**config.mk**
```make
export PLATFORM = sky130hd
export DESIGN_NAME = sample_frame_packetizer_xor_unit
export DESIGN_NICKNAME = d
export VERILOG_FILES = /design/src/rtl/spfx_pkg.sv /design/src/rtl/sample_frame_packetizer_xor_unit.sv /design/src/rtl/spfx_front.sv /design/src/rtl/spfx_queue.sv /design/src/rtl/spfx_back.sv
export SDC_FILE = /design/constraint.sdc
export NUM_CORES = 1
export LEC_CHECK = 0
export ABC_CLOCK_PERIOD_IN_PS = 6600
export BUFFER_PORTS_ARGS = -buffer_cell sky130_fd_sc_hd__buf_2
export CAP_MARGIN = 10
export CORE_MARGIN = 2
export CORE_UTILIZATION = 55
export DETAILED_ROUTE_END_ITERATION = 16
export MAX_ROUTING_LAYER = met4
export PLACE_DENSITY = 0.86
export SLEW_MARGIN = 30
export SYNTH_ARGS = -nofsm -noshare
export SYNTH_HDL_FRONTEND = slang
export SYNTH_SLANG_ARGS = --single-unit
```
**constraint.sdc**
```tcl
create_clock -name clk -period 6.6 [get_ports clk]
set_clock_uncertainty 0.05 [all_clocks]
set_input_delay 0.99 -clock clk [delete_from_list [all_inputs] [get_ports clk]]
set_output_delay 0.99 -clock clk [all_outputs]
set_load 0.01 [all_outputs]
```
**src/rtl/spfx_pkg.sv**
```systemverilog
`timescale 1ns / 1ps

package spfx_pkg;

    localparam int SAMPLES_PER_FRAME = 256;
    localparam int POS_W = (SAMPLES_PER_FRAME > 1) ? $clog2(SAMPLES_PER_FRAME) : 1;

    localparam int SAMPLE_W = 16;
    localparam int SEQ_W    = 32;
    localparam int TS_W     = 32;
    localparam int FLAGS_W  = 8;
    localparam int CSUM_W   = 16;
    localparam int IN_DATA_W = SAMPLE_W + SEQ_W + TS_W + FLAGS_W;

    localparam int QUEUE_DEPTH = 2;
    localparam int QPTR_W = $clog2(QUEUE_DEPTH);
    localparam int QCNT_W = $clog2(QUEUE_DEPTH + 1);

    localparam logic [7:0] HDR_BYTE0 = 8'hAA;
    localparam logic [7:0] HDR_BYTE1 = 8'h55;
    localparam logic [7:0] PAD_BYTE  = 8'h00;

    localparam int STEP_W = 4;
    localparam logic [STEP_W-1:0] STEP_HDR0    = 4'd0;
    localparam logic [STEP_W-1:0] STEP_HDR1    = 4'd1;
    localparam logic [STEP_W-1:0] STEP_SEQ0    = 4'd2;
    localparam logic [STEP_W-1:0] STEP_SEQ1    = 4'd3;
    localparam logic [STEP_W-1:0] STEP_SEQ2    = 4'd4;
    localparam logic [STEP_W-1:0] STEP_SEQ3    = 4'd5;
    localparam logic [STEP_W-1:0] STEP_TS0     = 4'd6;
    localparam logic [STEP_W-1:0] STEP_TS1     = 4'd7;
    localparam logic [STEP_W-1:0] STEP_TS2     = 4'd8;
    localparam logic [STEP_W-1:0] STEP_TS3     = 4'd9;
    localparam logic [STEP_W-1:0] STEP_FLAGS   = 4'd10;
    localparam logic [STEP_W-1:0] STEP_PAD     = 4'd11;
    localparam logic [STEP_W-1:0] STEP_SMP_LO  = 4'd12;
    localparam logic [STEP_W-1:0] STEP_SMP_HI  = 4'd13;
    localparam logic [STEP_W-1:0] STEP_CSUM_LO = 4'd14;
    localparam logic [STEP_W-1:0] STEP_CSUM_HI = 4'd15;

    typedef struct packed {
        logic [SAMPLE_W-1:0] sample;
        logic [SEQ_W-1:0]    sequence_number;
        logic [TS_W-1:0]     timestamp;
        logic [FLAGS_W-1:0]  frame_flags;
        logic                first;
        logic                last;
        logic [CSUM_W-1:0]   checksum;
    } spfx_entry_t;

    typedef struct packed {
        logic full;
        logic empty;
    } spfx_qstat_t;

    function automatic logic [7:0] frame_byte(spfx_entry_t e, logic [STEP_W-1:0] step);
        logic [7:0] b;
        case (step)
            STEP_HDR0:    b = HDR_BYTE0;
            STEP_HDR1:    b = HDR_BYTE1;
            STEP_SEQ0:    b = e.sequence_number[7:0];
            STEP_SEQ1:    b = e.sequence_number[15:8];
            STEP_SEQ2:    b = e.sequence_number[23:16];
            STEP_SEQ3:    b = e.sequence_number[31:24];
            STEP_TS0:     b = e.timestamp[7:0];
            STEP_TS1:     b = e.timestamp[15:8];
            STEP_TS2:     b = e.timestamp[23:16];
            STEP_TS3:     b = e.timestamp[31:24];
            STEP_FLAGS:   b = e.frame_flags;
            STEP_PAD:     b = PAD_BYTE;
            STEP_SMP_LO:  b = e.sample[7:0];
            STEP_SMP_HI:  b = e.sample[15:8];
            STEP_CSUM_LO: b = e.checksum[7:0];
            STEP_CSUM_HI: b = e.checksum[15:8];
            default:      b = PAD_BYTE;
        endcase
        return b;
    endfunction

endpackage

```
**src/rtl/sample_frame_packetizer_xor_unit.sv**
```systemverilog
`timescale 1ns / 1ps

// Sample frame packetizer with XOR checksum.
// s_axis: one 16-bit sample per beat, with the frame's sequence number, timestamp
//   and flags beside it; those three are read only on the first sample of a frame.
// m_axis: one byte per beat. The first sample of a frame yields AA 55, sequence,
//   timestamp, flags, a zero pad and the sample (14 beats); later samples yield two
//   beats; the last sample adds the 16-bit checksum, tlast on its high byte.
// The first byte of an item passes through the queue and then the output register.
// Throughput: the byte output runs one beat per cycle while m_axis_tready is high; a
//   two-entry queue between the input side and the serializer keeps the input open
//   while bytes are still going out.
// Reset puts the block at the start of a frame with the checksum cleared and the
//   queue empty; m_axis_tvalid is low.
// When m_axis_tready is low the current byte holds, the serializer stops, and
//   s_axis_tready drops once the queue holds two samples.
module sample_frame_packetizer_xor_unit
(
    input  logic                           clk,
    input  logic                           rst_n,
    input  logic                           s_axis_tvalid,
    output logic                           s_axis_tready,
    // sample[15:0], sequence_number[47:16], timestamp[79:48], frame_flags[87:80]
    input  logic [spfx_pkg::IN_DATA_W-1:0] s_axis_tdata,
    output logic                           m_axis_tvalid,
    input  logic                           m_axis_tready,
    // out_byte[7:0]
    output logic [7:0]                     m_axis_tdata,
    output logic                           m_axis_tlast
);

    spfx_pkg::spfx_entry_t entry;
    spfx_pkg::spfx_entry_t head;
    spfx_pkg::spfx_qstat_t qstat;
    logic                  push;
    logic                  pop;

    spfx_front u_front
    (
        .clk      (clk),
        .rst_n    (rst_n),
        .in_valid (s_axis_tvalid),
        .in_ready (s_axis_tready),
        .in_data  (s_axis_tdata),
        .qstat    (qstat),
        .push     (push),
        .entry    (entry)
    );

    spfx_queue u_queue
    (
        .clk      (clk),
        .rst_n    (rst_n),
        .push     (push),
        .entry_in (entry),
        .pop      (pop),
        .head     (head),
        .qstat    (qstat)
    );

    spfx_back u_back
    (
        .clk       (clk),
        .rst_n     (rst_n),
        .head      (head),
        .qstat     (qstat),
        .pop       (pop),
        .out_valid (m_axis_tvalid),
        .out_ready (m_axis_tready),
        .out_data  (m_axis_tdata),
        .out_last  (m_axis_tlast)
    );

endmodule

```
**src/rtl/spfx_front.sv**
```systemverilog
`timescale 1ns / 1ps

module spfx_front
(
    input  logic                               clk,
    input  logic                               rst_n,
    input  logic                               in_valid,
    output logic                               in_ready,
    input  logic [spfx_pkg::IN_DATA_W-1:0]     in_data,
    input  spfx_pkg::spfx_qstat_t              qstat,
    output logic                               push,
    output spfx_pkg::spfx_entry_t              entry
);

    logic [spfx_pkg::POS_W-1:0]  pos_reg;
    logic [spfx_pkg::POS_W-1:0]  pos_next;
    logic [spfx_pkg::CSUM_W-1:0] csum_reg;
    logic [spfx_pkg::CSUM_W-1:0] csum_next;

    logic [spfx_pkg::SAMPLE_W-1:0] sample;
    logic [spfx_pkg::SEQ_W-1:0]    sequence_number;
    logic [spfx_pkg::TS_W-1:0]     timestamp;
    logic [spfx_pkg::FLAGS_W-1:0]  frame_flags;
    logic                          first;
    logic                          last;
    logic [spfx_pkg::CSUM_W-1:0]   csum_base;
    logic [spfx_pkg::CSUM_W-1:0]   csum_new;

    assign sample          = in_data[15:0];
    assign sequence_number = in_data[47:16];
    assign timestamp       = in_data[79:48];
    assign frame_flags     = in_data[87:80];

    assign in_ready = !qstat.full;
    assign push     = in_valid && in_ready;

    assign first = (pos_reg == '0);
    assign last  = (pos_reg == spfx_pkg::POS_W'(spfx_pkg::SAMPLES_PER_FRAME - 1));

    always_comb
    begin
        if (first)
        begin
            csum_base = sequence_number[15:0] ^ sequence_number[31:16]
                      ^ timestamp[15:0] ^ timestamp[31:16]
                      ^ {8'h00, frame_flags};
        end
        else
        begin
            csum_base = csum_reg;
        end
        csum_new = csum_base ^ sample;
    end

    always_comb
    begin
        entry.sample          = sample;
        entry.sequence_number = sequence_number;
        entry.timestamp       = timestamp;
        entry.frame_flags     = frame_flags;
        entry.first           = first;
        entry.last            = last;
        entry.checksum        = csum_new;
    end

    always_comb
    begin
        pos_next  = pos_reg;
        csum_next = csum_reg;
        if (push)
        begin
            csum_next = csum_new;
            pos_next  = last ? '0 : pos_reg + 1'b1;
        end
    end

    always_ff @(posedge clk or negedge rst_n)
    begin
        if (!rst_n)
        begin
            pos_reg  <= '0;
            csum_reg <= '0;
        end
        else
        begin
            pos_reg  <= pos_next;
            csum_reg <= csum_next;
        end
    end

endmodule

```
**src/rtl/spfx_queue.sv**
```systemverilog
`timescale 1ns / 1ps

module spfx_queue
(
    input  logic                  clk,
    input  logic                  rst_n,
    input  logic                  push,
    input  spfx_pkg::spfx_entry_t entry_in,
    input  logic                  pop,
    output spfx_pkg::spfx_entry_t head,
    output spfx_pkg::spfx_qstat_t qstat
);

    spfx_pkg::spfx_entry_t slot_reg [spfx_pkg::QUEUE_DEPTH];

    logic [spfx_pkg::QPTR_W-1:0] wr_ptr_reg;
    logic [spfx_pkg::QPTR_W-1:0] wr_ptr_next;
    logic [spfx_pkg::QPTR_W-1:0] rd_ptr_reg;
    logic [spfx_pkg::QPTR_W-1:0] rd_ptr_next;
    logic [spfx_pkg::QCNT_W-1:0] cnt_reg;
    logic [spfx_pkg::QCNT_W-1:0] cnt_next;

    localparam logic [spfx_pkg::QPTR_W-1:0] PTR_LAST =
        spfx_pkg::QPTR_W'(spfx_pkg::QUEUE_DEPTH - 1);

    assign head        = slot_reg[rd_ptr_reg];
    assign qstat.empty = (cnt_reg == '0);
    assign qstat.full  = (cnt_reg == spfx_pkg::QCNT_W'(spfx_pkg::QUEUE_DEPTH));

    always_comb
    begin
        wr_ptr_next = wr_ptr_reg;
        rd_ptr_next = rd_ptr_reg;
        cnt_next    = cnt_reg;
        if (push)
        begin
            wr_ptr_next = (wr_ptr_reg == PTR_LAST) ? '0 : wr_ptr_reg + 1'b1;
        end
        if (pop)
        begin
            rd_ptr_next = (rd_ptr_reg == PTR_LAST) ? '0 : rd_ptr_reg + 1'b1;
        end
        if (push && !pop)
        begin
            cnt_next = cnt_reg + 1'b1;
        end
        else if (pop && !push)
        begin
            cnt_next = cnt_reg - 1'b1;
        end
    end

    always_ff @(posedge clk or negedge rst_n)
    begin
        if (!rst_n)
        begin
            wr_ptr_reg <= '0;
            rd_ptr_reg <= '0;
            cnt_reg    <= '0;
        end
        else
        begin
            wr_ptr_reg <= wr_ptr_next;
            rd_ptr_reg <= rd_ptr_next;
            cnt_reg    <= cnt_next;
        end
    end

    always_ff @(posedge clk)
    begin
        if (push)
        begin
            slot_reg[wr_ptr_reg] <= entry_in;
        end
    end

endmodule

```
**src/rtl/spfx_back.sv**
```systemverilog
`timescale 1ns / 1ps

module spfx_back
(
    input  logic                  clk,
    input  logic                  rst_n,
    input  spfx_pkg::spfx_entry_t head,
    input  spfx_pkg::spfx_qstat_t qstat,
    output logic                  pop,
    output logic                  out_valid,
    input  logic                  out_ready,
    output logic [7:0]            out_data,
    output logic                  out_last
);

    logic                        fresh_reg;
    logic                        fresh_next;
    logic [spfx_pkg::STEP_W-1:0] step_reg;
    logic [spfx_pkg::STEP_W-1:0] step_next;
    logic                        valid_reg;
    logic                        valid_next;
    logic [7:0]                  data_reg;
    logic [7:0]                  data_next;
    logic                        last_reg;
    logic                        last_next;

    logic [spfx_pkg::STEP_W-1:0] cur_step;
    logic [spfx_pkg::STEP_W-1:0] end_step;
    logic                        load;

    assign cur_step = fresh_reg ? (head.first ? spfx_pkg::STEP_HDR0 : spfx_pkg::STEP_SMP_LO)
                                : step_reg;
    assign end_step = head.last ? spfx_pkg::STEP_CSUM_HI : spfx_pkg::STEP_SMP_HI;
    assign load     = !qstat.empty && (!valid_reg || out_ready);
    assign pop      = load && (cur_step == end_step);

    assign out_valid = valid_reg;
    assign out_data  = data_reg;
    assign out_last  = last_reg;

    always_comb
    begin
        fresh_next = fresh_reg;
        step_next  = step_reg;
        valid_next = valid_reg;
        data_next  = data_reg;
        last_next  = last_reg;
        if (out_ready)
        begin
            valid_next = 1'b0;
        end
        if (load)
        begin
            valid_next = 1'b1;
            data_next  = spfx_pkg::frame_byte(head, cur_step);
            last_next  = (cur_step == spfx_pkg::STEP_CSUM_HI);
            if (cur_step == end_step)
            begin
                fresh_next = 1'b1;
            end
            else
            begin
                fresh_next = 1'b0;
                step_next  = cur_step + 1'b1;
            end
        end
    end

    always_ff @(posedge clk or negedge rst_n)
    begin
        if (!rst_n)
        begin
            fresh_reg <= 1'b1;
            step_reg  <= '0;
            valid_reg <= 1'b0;
            last_reg  <= 1'b0;
        end
        else
        begin
            fresh_reg <= fresh_next;
            step_reg  <= step_next;
            valid_reg <= valid_next;
            last_reg  <= last_next;
        end
    end

    always_ff @(posedge clk)
    begin
        data_reg <= data_next;
    end

endmodule

```
==> results.json, run 1 <==
{
  "synth.distinct_cells": 53,
  "ir_drop_mv": 0.270,
  "cts_tree": "built",
  "crit_path_start": "u_queue.rd_ptr_reg$_DFFE_PN0P_",
  "path_cells": "buf_4, mux2i_1, a21boi_1, nor2_1, a211oi_1, o211ai_1",
  "clock_latency_ps": 510,
  "seq_power_share_pct": 44.7,
  "p_sw_w": 0.00193,
  "report.power.total_w": 0.00577,
  "die_x_um": 147,
  "grt_max_degree": 98,
  "gr-usage-met2_pct": 37.5,
  "synthArstFlopShare_pct": 13.7,
  "ys_warn_count": 0,
  "dp.cells": 1081,
  "final_core_utilization_pct": 63.3,
  "cts_buffers": 25,
  "drc": 0,
  "rsz0062_at_grt": "no",
  "first_global_vias": 6787,
  "timing.final.crit_share_pct": 42.5,
  "drt-vias-per-instance": 6.07,
  "rows": 52,
  "wl_per_cell_um": 22.0,
  "root_buffer": "clkbuf_16",
  "die_h_um": 147,
  "largest_reg_flops": 212,
  "cp_data_required_time_ps": 6770,
  "setup-tns-final_ps": 0,
  "drive_gt1_share_pct": 18.5,
  "firstDrtPassIters": 5,
  "hpwl_mm": 15.5,
  "start_util_pct": 55.6,
  "cap_violations": 0,
  "cts_hold_buf": 0,
  "crit_fanout": 40,
  "placed_area_sq_um": 11900,
  "routed_wirelength_mm": 24.8,
  "pwr-share-clk_pct": 24.0,
  "drt_iter0_drc": 671,
  "grt_pass1_wl_mm": 37.8,
  "p_int_w": 0.00385,
  "power_density_nw_per_um2": 454,
  "final-setup-viol-count": 0,
  "end_kind": "flop",
  "io_pins": 103,
  "period_needed_ps": 2810,
  "io_buffers": 102,
  "h-tree-depth": 1,
  "ys_ff_latch": 255,
  "fin_nets": 933,
  "slowest_delay_ps": 600,
  "cp.arrival_ps": 2980,
  "yosysSeqAreaShare_pct": 67.0,
  "grt_use_met1_pct": 30.8,
  "grt_antenna_before_repair": 1,
  "finalMaxSlewViolations": 0,
  "slew_headroom_pct": 38.4,
  "fmax_mhz": 356,
  "synth-edff-count": 220,
  "synth_flop_cell": "edfxtp_1",
  "clk_pin_slew_ps": 60,
  "final_hold_viol_count": 0,
  "final_cell_count_no_fill": 1127,
  "final_area_sq_um": 12700,
  "status": "finished, final reports clean",
  "leakage_nw": 4.70,
  "clk_path_buf_depth": 3,
  "syn_nets": 823,
  "syn_area_sq_um": 11200,
  "area_growth_pct": 13.9,
  "hold_class": "input pin to async pin",
  "swShare_pct": 33.4,
  "cts_resized": 0,
  "r2r-start": "u_queue.rd_ptr_reg$_DFFE_PN0P_",
  "gp_congestion": 0.860,
  "cts_setup_buffers": 0,
  "start_kind": "flop",
  "tightestPinTransition_ps": 925,
  "combPwrFrac_pct": 31.4,
  "overflow": 0,
  "use_met3_pct": 4.47,
  "track_usage_pct": 23.5,
  "postSynthAreaPerCell_sq_um": 15.3,
  "route.vias.total": 6842,
  "design.die.area_sq_um": 21500,
  "slowest_stage": "buf_4",
  "top_usage_layer": "met2",
  "cts_sinks": 255,
  "core-area_sq_um": 20100,
  "synth_cells": 728,
  "criticalPathCategory": "flop to flop",
  "antenna_left": 0
}
-- path summary, 6_finish.rpt --
kind                                                  end  slack [ps]  cells past startpoint
max                          u_back.out_data[6]$_DFFE_PP_        3790                      6
min                        u_front.pos_reg[4]$_DFFE_PN0P_         390                      1
max reg2reg                  u_back.out_data[6]$_DFFE_PP_        3790                      6
min reg2reg                u_queue.cnt_reg[1]$_DFFE_PN0P_         500                      1
max in group asynchronous  u_queue.rd_ptr_reg$_DFFE_PN0P_        5720                      1
min in group clk           u_queue.cnt_reg[1]$_DFFE_PN0P_         500                      1
-- metal layers --
layer  vias to the layer above  share of wire (%)  wire length (um)
li1                       3070                  -                 -
met1                      3370                 40              9870
met2                       342                 49             12200
met3                        60                8.2              2030
met4                         0                3.1               766
met5                         -                  0                 0
-- cells in the final DEF (no fill, tap or decap), types with 3 or more instances in the layout --
master,n
edfxtp_1,220
mux2i_1,122
buf_2,101
xnor2_1,47
o22ai_1,36
dfrtp_1,33
a21oi_1,31
nor2_1,30
clkbuf_16,25
xor2_1,20
o21a_1,17
o21ai_0,16
nand2_1,15
nor4_1,14
o32ai_1,13
a211oi_1,10
nand3_1,9
xnor3_1,8
clkinv_1,7
inv_1,6
clkinv_2,6
nor3_1,5
o211ai_1,5
buf_4,5
nor2b_1,4
nand4_1,4
nand2b_1,3
ha_1,3
bufinv_16,3
-- logic make-up (layout without fill, tap and decap cells) --
group / Yosys count / after routing / synth area share, %
AOI/OAI and AO/OA: 138 / 138 / 8.01
muxes: 125 / 125 / 11.2
DFF: 255 / 255 / 67.0
buffers and inverters: 33 / 160 / 1.77
xor gates and xnor gates: 75 / 75 / 6.87
adders and majority gates: 3 / 3 / 0.336
and+or+nand+nor: 99 / 99 / 4.78
other: 0 / 2 / 0
-- stage by stage --
step	setup WS, ps	hold WS (ps)
floorplan	105	411
global placement	3630	462
detailed placement	3620	472
CTS	3620	490
global route	3640	426
finish	3790	389
-- worst max-delay path, delay by kind of cell, from the launching register on --
family	cells	cell delay, ps
AOI/OAI and AO/OA	3	1010
and+or+nand+nor	1	90
muxes	1	200
buffers and inverters	1	600
DFF	1	550
-- power groups by stage --
stage	Sequential, W	Combinational [W]	Clock, W
after floorplan	0.00255	0.00136	0
after detailed placement	0.00260	0.00179	0
after global placement	0.00257	0.00173	0
after CTS	0.00257	0.00180	0.00140
after global routing	0.00261	0.00196	0.00146
final	0.00258	0.00181	0.00138
-- area by class of cell --
cell class | instances | area (sq um)
diodes | 2 | 5.00
clock buffers | 27 | 633
clock inverters | 17 | 155
fillers | 1414 | 7380
inverters | 8 | 32.5
multi-input cells | 440 | 3500
flip-flops and latches | 255 | 7490
well taps | 270 | 338
repair buffers | 108 | 574
-- synth_stat cells, drive strengths merged (4+ instances only) --
library cell / instances / area share, %
o211ai: 5 / 0.34
inv: 8 / 0.29
nor2b: 4 / 0.22
a211oi: 10 / 0.67
nand3: 12 / 0.74
xor2: 20 / 1.6
nor4: 15 / 0.97
nand2: 16 / 0.56
nor3: 5 / 0.22
nor2: 31 / 1.0
o21a: 17 / 1.1
xnor3: 8 / 1.6
clkbuf: 4 / 0.13
o21ai: 17 / 0.76
o22ai: 36 / 2.0
buf: 21 / 1.3
mux2i: 122 / 11
o32ai: 13 / 1.0
edfxtp: 220 / 59
a21oi: 31 / 1.4
dfrtp: 34 / 7.6
nand4: 5 / 0.34
xnor2: 47 / 3.7
No activity file was read; power rests on OpenSTA's default activity.
==> run 2: changes to the inputs <==
--- a/config.mk
+++ b/config.mk
@@ -5,7 +5,8 @@
 export SDC_FILE = /design/constraint.sdc
 export NUM_CORES = 1
 export LEC_CHECK = 0
-export ABC_CLOCK_PERIOD_IN_PS = 6600
+export ABC_AREA = 1
+export ABC_CLOCK_PERIOD_IN_PS = 2800
 export BUFFER_PORTS_ARGS = -buffer_cell sky130_fd_sc_hd__buf_2
 export CAP_MARGIN = 10
 export CORE_MARGIN = 2
==> constraint.sdc (replaced) <==
create_clock -name clk -period 2.8 [get_ports clk]
set_clock_uncertainty 0.05 [all_clocks]
set_input_delay 0.42 -clock clk [delete_from_list [all_inputs] [get_ports clk]]
set_output_delay 0.42 -clock clk [all_outputs]
set_load 0.01 [all_outputs]
==> results.json, run 2 <==
{
  "p_int_w": 0.00902,
  "crit_fanout": 12,
  "io_pins": 103,
  "slowest_delay_ps": 740,
  "cts_sinks": 255,
  "route.vias.total": 8918,
  "clk_path_buf_depth": 3,
  "die_h_um": 149,
  "final_hold_viol_count": 0,
  "cts_tree": "built",
  "fmax_mhz": 387,
  "track_usage_pct": 27.5,
  "drt-vias-per-instance": 5.63,
  "h-tree-depth": 1,
  "final_common_cell": "nand2_1",
  "drt_iter0_drc": 899,
  "overflow": 0,
  "drive_gt1_share_pct": 13.9,
  "synth.distinct_cells": 36,
  "clock_latency_ps": 530,
  "synth_area_leaders": "edfxtp_1 (57%), nand2_1 (17%), dfrtp_1 (7.4%)",
  "gp_congestion": 0.948,
  "slowest_stage": "nor2_1",
  "hpwl_mm": 19.3,
  "pwr-share-clk_pct": 24.9,
  "synth_cells": 1169,
  "largest_reg_flops": 212,
  "antenna_left": 0,
  "synthMostInstantiatedCell": "nand2_1",
  "synth_top_area_share_pct": 57.1,
  "synth_top_area_cell": "edfxtp_1",
  "post-place-ws_ps": 462,
  "grt_max_degree": 87,
  "io_buffers": 102,
  "ir_drop_mv": 0.715,
  "synth_flop_cell": "edfxtp_1",
  "die_x_um": 149,
  "seq_power_share_pct": 41.3,
  "area_growth_pct": 16.3,
  "cp_data_required_time_ps": 3130,
  "rsz0062_at_grt": "no",
  "cp_top_family": "simple AND/OR/NAND/NOR gates",
  "clk_pin_slew_ps": 60,
  "status": "finished, final reports clean",
  "leakage_nw": 5.95,
  "syn_nets": 1264,
  "fin_nets": 1384,
  "diodes": 0,
  "finalMaxSlewViolations": 0,
  "grt_antenna_before_repair": 0,
  "first_global_vias": 8682,
  "final-setup-viol-count": 0,
  "hold_class": "input pin to flop",
  "synthArstFlopShare_pct": 13.7,
  "combPwrFrac_pct": 33.8,
  "synth-edff-count": 220,
  "power_density_nw_per_um2": 1060,
  "design.die.area_sq_um": 22200,
  "drc": 0,
  "timing.final.crit_share_pct": 92.3,
  "ys_warn_count": 0,
  "postSynthAreaPerCell_sq_um": 9.89,
  "wl_per_cell_um": 18.4,
  "end_kind": "flop",
  "cts_buffers": 26,
  "period_needed_ps": 2580,
  "crit_top_cell": "nand2_1",
  "final_cell_mix": "nand2_1 (511), edfxtp_1 (220), buf_2 (102)",
  "swShare_pct": 36.5,
  "yosysSeqAreaShare_pct": 64.7,
  "synth_common_cells": "nand2_1 (513), edfxtp_1 (220), nand3_1 (98), inv_1 (77), nor2_1 (39)",
  "ys_ff_latch": 255,
  "setup-tns-final_ps": 0,
  "core-area_sq_um": 20800,
  "cp.arrival_ps": 2910,
  "routed_wirelength_mm": 29.2,
  "cap_violations": 0,
  "grt_pass1_wl_mm": 45.2,
  "criticalPathCategory": "flop to flop",
  "root_buffer": "clkbuf_16",
  "slew_headroom_pct": 35.2,
  "fin_ws_ps": 215,
  "p_sw_w": 0.00519,
  "cp_num_buf_inv": 2,
  "start_util_pct": 55.5,
  "start_kind": "flop",
  "rows": 53,
  "syn_area_sq_um": 11600,
  "firstDrtPassIters": 5,
  "path_cells": "inv_2, nand2_1, nor2_1, nand4_1, inv_1, nand2_1, nand2_1, nor2_1, nand3_1",
  "tightestPinTransition_ps": 968
}
-- run 2: worst paths after layout --
kind / startpoint / end / slack, ps / depth (start not counted)
worst max-delay path: u_back.fresh_reg$_DFFE_PN1P_ / u_back.out_data[5]$_DFFE_PP_ / 220 / 9
worst min-delay path: m_axis_tready / u_back.out_valid$_DFFE_PN0P_ / 40 / 2
worst max register to register: u_back.fresh_reg$_DFFE_PN1P_ / u_back.out_data[5]$_DFFE_PP_ / 220 / 9
worst min register to register: u_front.csum_reg[0]$_DFFE_PN0P_ / u_front.csum_reg[0]$_DFFE_PN0P_ / 430 / 2
max in group asynchronous: rst_n / u_queue.rd_ptr_reg$_DFFE_PN0P_ / 1940 / 3
min in group asynchronous: rst_n / u_front.csum_reg[12]$_DFFE_PN0P_ / 290 / 2
-- run 2: worst reg2reg max path: cells and delay by family, from the launching register on --
family / cells / cell delay (ps)
AND/OR/NAND/NOR: 7 / 1630
buffers and inverters: 2 / 360
flip-flops: 1 / 400
-- run 2: per-layer routing --
layer / track usage, % / vias up / wire length [um]
met1: 34.2 / 4191 / 10700
met5: - / - / 0
met2: 44.5 / 517 / 14200
met3: 3.88 / 98 / 2740
met4: 14.0 / 0 / 1540
li1: - / 4112 / -
-- run 2: timing repair --
item / in CTS / in global routing
resized for setup: 0 / 0
buffers inserted: 0 / 0
hold endpoints to repair: 34 / 0
hold buffers: 1 / 0
-- run 2: power groups by stage --
stage               registers, W  logic (W)  clock network [W]
finish                   0.00587    0.00480            0.00354
CTS                      0.00586    0.00473            0.00356
global placement         0.00586    0.00449                  0
global route             0.00595    0.00528            0.00371
floorplan                0.00586    0.00313                  0
detailed placement       0.00591    0.00465                  0
-- run 2: area by class of cell --
cell class / count / area [sq um]
Clock buffer: 29 / 683
Clock inverter: 19 / 200
Fill cell: 1546 / 7370
Inverter: 82 / 308
Multi-Input combinational cell: 801 / 3650
Sequential cell: 255 / 7490
Tap cell: 275 / 344
Timing Repair Buffer: 123 / 778
-- run 2: per-stage QoR --
stage          area, sq um  hold slack, ps  utilization, %  total power, W  instances
2_1_floorplan        11600            74.4               -         0.00899       1169
3_3_place_gp         12500             411            60.2          0.0103       1534
3_5_place_dp         12500             415            60.2          0.0106       1534
4_1_cts              13400            26.3            64.5          0.0141       1583
5_1_grt              13400            47.1            64.6          0.0149       1584
6_report             13400            36.2            64.6          0.0142       1584
-- run 2: cell families after synthesis --
family                   Yosys count  share of synthesized area, %
AND/OR/NAND/NOR                  714                          25.8
flip-flops                       255                          64.7
buffers and inverters            113                          3.95
AO/OA/AOI/OAI                     44                          2.03
XOR/XNOR                          31                          2.35
multiplexers                       9                         0.779
adder cells (fa/ha/maj)            3                         0.325
==> run 3: changes to the inputs <==
--- a/config.mk
+++ b/config.mk
@@ -7,7 +7,7 @@
 export LEC_CHECK = 0
 export ABC_AREA = 1
 export ABC_CLOCK_PERIOD_IN_PS = 2800
-export BUFFER_PORTS_ARGS = -buffer_cell sky130_fd_sc_hd__buf_2
+export BUFFER_PORTS_ARGS = -buffer_cell sky130_fd_sc_hd__buf_4
 export CAP_MARGIN = 10
 export CORE_MARGIN = 2
 export CORE_UTILIZATION = 55
==> results.json, run 3 (synthesized netlist as in run 2, its figures left out) <==
{
  "status": "finished, final reports clean",
  "ir_drop_mv": 0.643,
  "cp_data_required_time_ps": 3150,
  "drt_iter0_drc": 897,
  "area_growth_pct": 17.7,
  "p_int_w": 0.00909,
  "finalMaxSlewViolations": 0,
  "fin_nets": 1377,
  "cap_violations": 0,
  "clock_latency_ps": 530,
  "io_buffers": 102,
  "gp_congestion": 0.968,
  "drt-vias-per-instance": 5.61,
  "largest_reg_flops": 212,
  "root_buffer": "clkbuf_16",
  "die_x_um": 149,
  "power_density_nw_per_um2": 1050,
  "top_usage_layer": "met2",
  "slowest_stage": "nor2_1",
  "cp_num_buf_inv": 1,
  "grt_max_degree": 105,
  "grt_pass1_wl_mm": 45.0,
  "wl_per_cell_um": 18.6,
  "start_util_pct": 55.5,
  "core-area_sq_um": 20800,
  "drive_gt1_share_pct": 13.5,
  "clk_pin_slew_ps": 60,
  "whs_ps": 36.0,
  "final-setup-viol-count": 0,
  "end_kind": "flop",
  "slew_headroom_pct": 32.5,
  "cp_top_family": "simple AND/OR/NAND/NOR gates",
  "gr-usage-met2_pct": 45.8,
  "period_needed_ps": 2620,
  "firstDrtPassIters": 8,
  "seq_power_share_pct": 41.2,
  "pwr-share-clk_pct": 25.3,
  "cts_sinks": 255,
  "slowest_delay_ps": 780,
  "overflow": 0,
  "io_pins": 103,
  "cts_tree": "built",
  "tightestPinTransition_ps": 1010,
  "fillers": 1587,
  "fmax_mhz": 381,
  "final_common_cell": "nand2_1",
  "track_usage_pct": 27.2,
  "path_cells": "inv_2, nand2_1, nor2_1, nand4_1, o21ai_0, nor2_1, nand3_1",
  "final_hold_viol_count": 0,
  "combPwrFrac_pct": 33.6,
  "p_sw_w": 0.00516,
  "criticalPathCategory": "flop to flop",
  "final_cell_mix": "nand2_1 (511), edfxtp_1 (220), buf_4 (110)",
  "hold_class": "input pin to flop",
  "crit_top_cell": "nor2_1",
  "routed_wirelength_mm": 29.2,
  "grt_antenna_before_repair": 0,
  "crit_fanout": 12,
  "hpwl_mm": 19.3,
  "diodes": 0,
  "leakage_nw": 6.00,
  "drc": 0,
  "clk_path_buf_depth": 3,
  "antenna_left": 0,
  "die_h_um": 149,
  "cp.arrival_ps": 2980,
  "use_met3_pct": 3.55,
  "cts_setup_buffers": 0,
  "h-tree-depth": 1,
  "cts_buffers": 26,
  "rows": 53,
  "route.vias.total": 8847,
  "grt_use_met1_pct": 33.3,
  "rsz0062_at_grt": "no",
  "design.die.area_sq_um": 22200,
  "timing.final.crit_share_pct": 93.7,
  "start_kind": "flop",
  "setup-tns-final_ps": 0,
  "first_global_vias": 8696,
  "swShare_pct": 36.2
}
-- run 3: changes by cell type in the layout (fill, tap and decap cells not counted), sizes merged --
cell      previous run  this run
buf                122       115
clkinv              13        11
clkbuf              29        32
clkinvlp             3         1
-- run 3: power groups by stage --
stage | logic [W] | registers (W) | clock network (W)
4_1_cts | 0.00475 | 0.00585 | 0.00363
2_1_floorplan | 0.00313 | 0.00586 | 0
3_3_place_gp | 0.00454 | 0.00586 | 0
3_5_place_dp | 0.00469 | 0.00592 | 0
5_1_grt | 0.00526 | 0.00594 | 0.00380
6_report | 0.00478 | 0.00587 | 0.00360
-- run 3: repair_timing --
item | CTS | global route
resized for setup | 0 | 0
hold buffers | 1 | 0
setup endpoints to repair | 0 | 0
endpoints found under the hold margin | 34 | 0
-- run 3: through the flow --
step                      cells  total power (W)  cell area (sq um)  worst slack [ps]  util [%]
after floorplan            1169          0.00899              11600              10.5         -
after global placement     1528           0.0104              12700               528      61.1
after detailed placement   1528           0.0106              12700               349      61.1
after CTS                  1576           0.0142              13600               229      65.4
after global routing       1576           0.0150              13600              66.6      65.4
final                      1576           0.0142              13600               177      65.4
-- run 3: final cells by class --
type	count	area, sq um	share of cell area, %
Inverter	82	308	2.26
Multi-Input combinational cell	801	3650	26.8
Clock buffer	32	714	5.25
Sequential cell	255	7490	55.0
Timing Repair Buffer	116	936	6.87
Clock inverter	15	175	1.29
Tap cell	275	344	2.53
-- run 3: worst paths after layout --
path / cells after the start / start / slack (ps) / to
max in group asynchronous: 2 / rst_n / 1930 / u_queue.rd_ptr_reg$_DFFE_PN0P_
max reg2reg: 7 / u_back.fresh_reg$_DFFE_PN1P_ / 180 / u_back.out_data[6]$_DFFE_PP_
min reg2reg: 2 / u_front.csum_reg[2]$_DFFE_PN0P_ / 430 / u_front.csum_reg[2]$_DFFE_PN0P_
min: 1 / s_axis_tdata[60] / 40 / u_queue.slot_reg[0][38]$_DFFE_PP_
min in group asynchronous: 2 / rst_n / 350 / u_front.csum_reg[9]$_DFFE_PN0P_
max: 7 / u_back.fresh_reg$_DFFE_PN1P_ / 180 / u_back.out_data[6]$_DFFE_PP_
-- run 3: metal layers --
layer	routed length, um	vias to the layer above
met4	1190	0
met3	2500	77
met5	0	-
li1	-	4090
met2	14700	451
met1	10900	4229
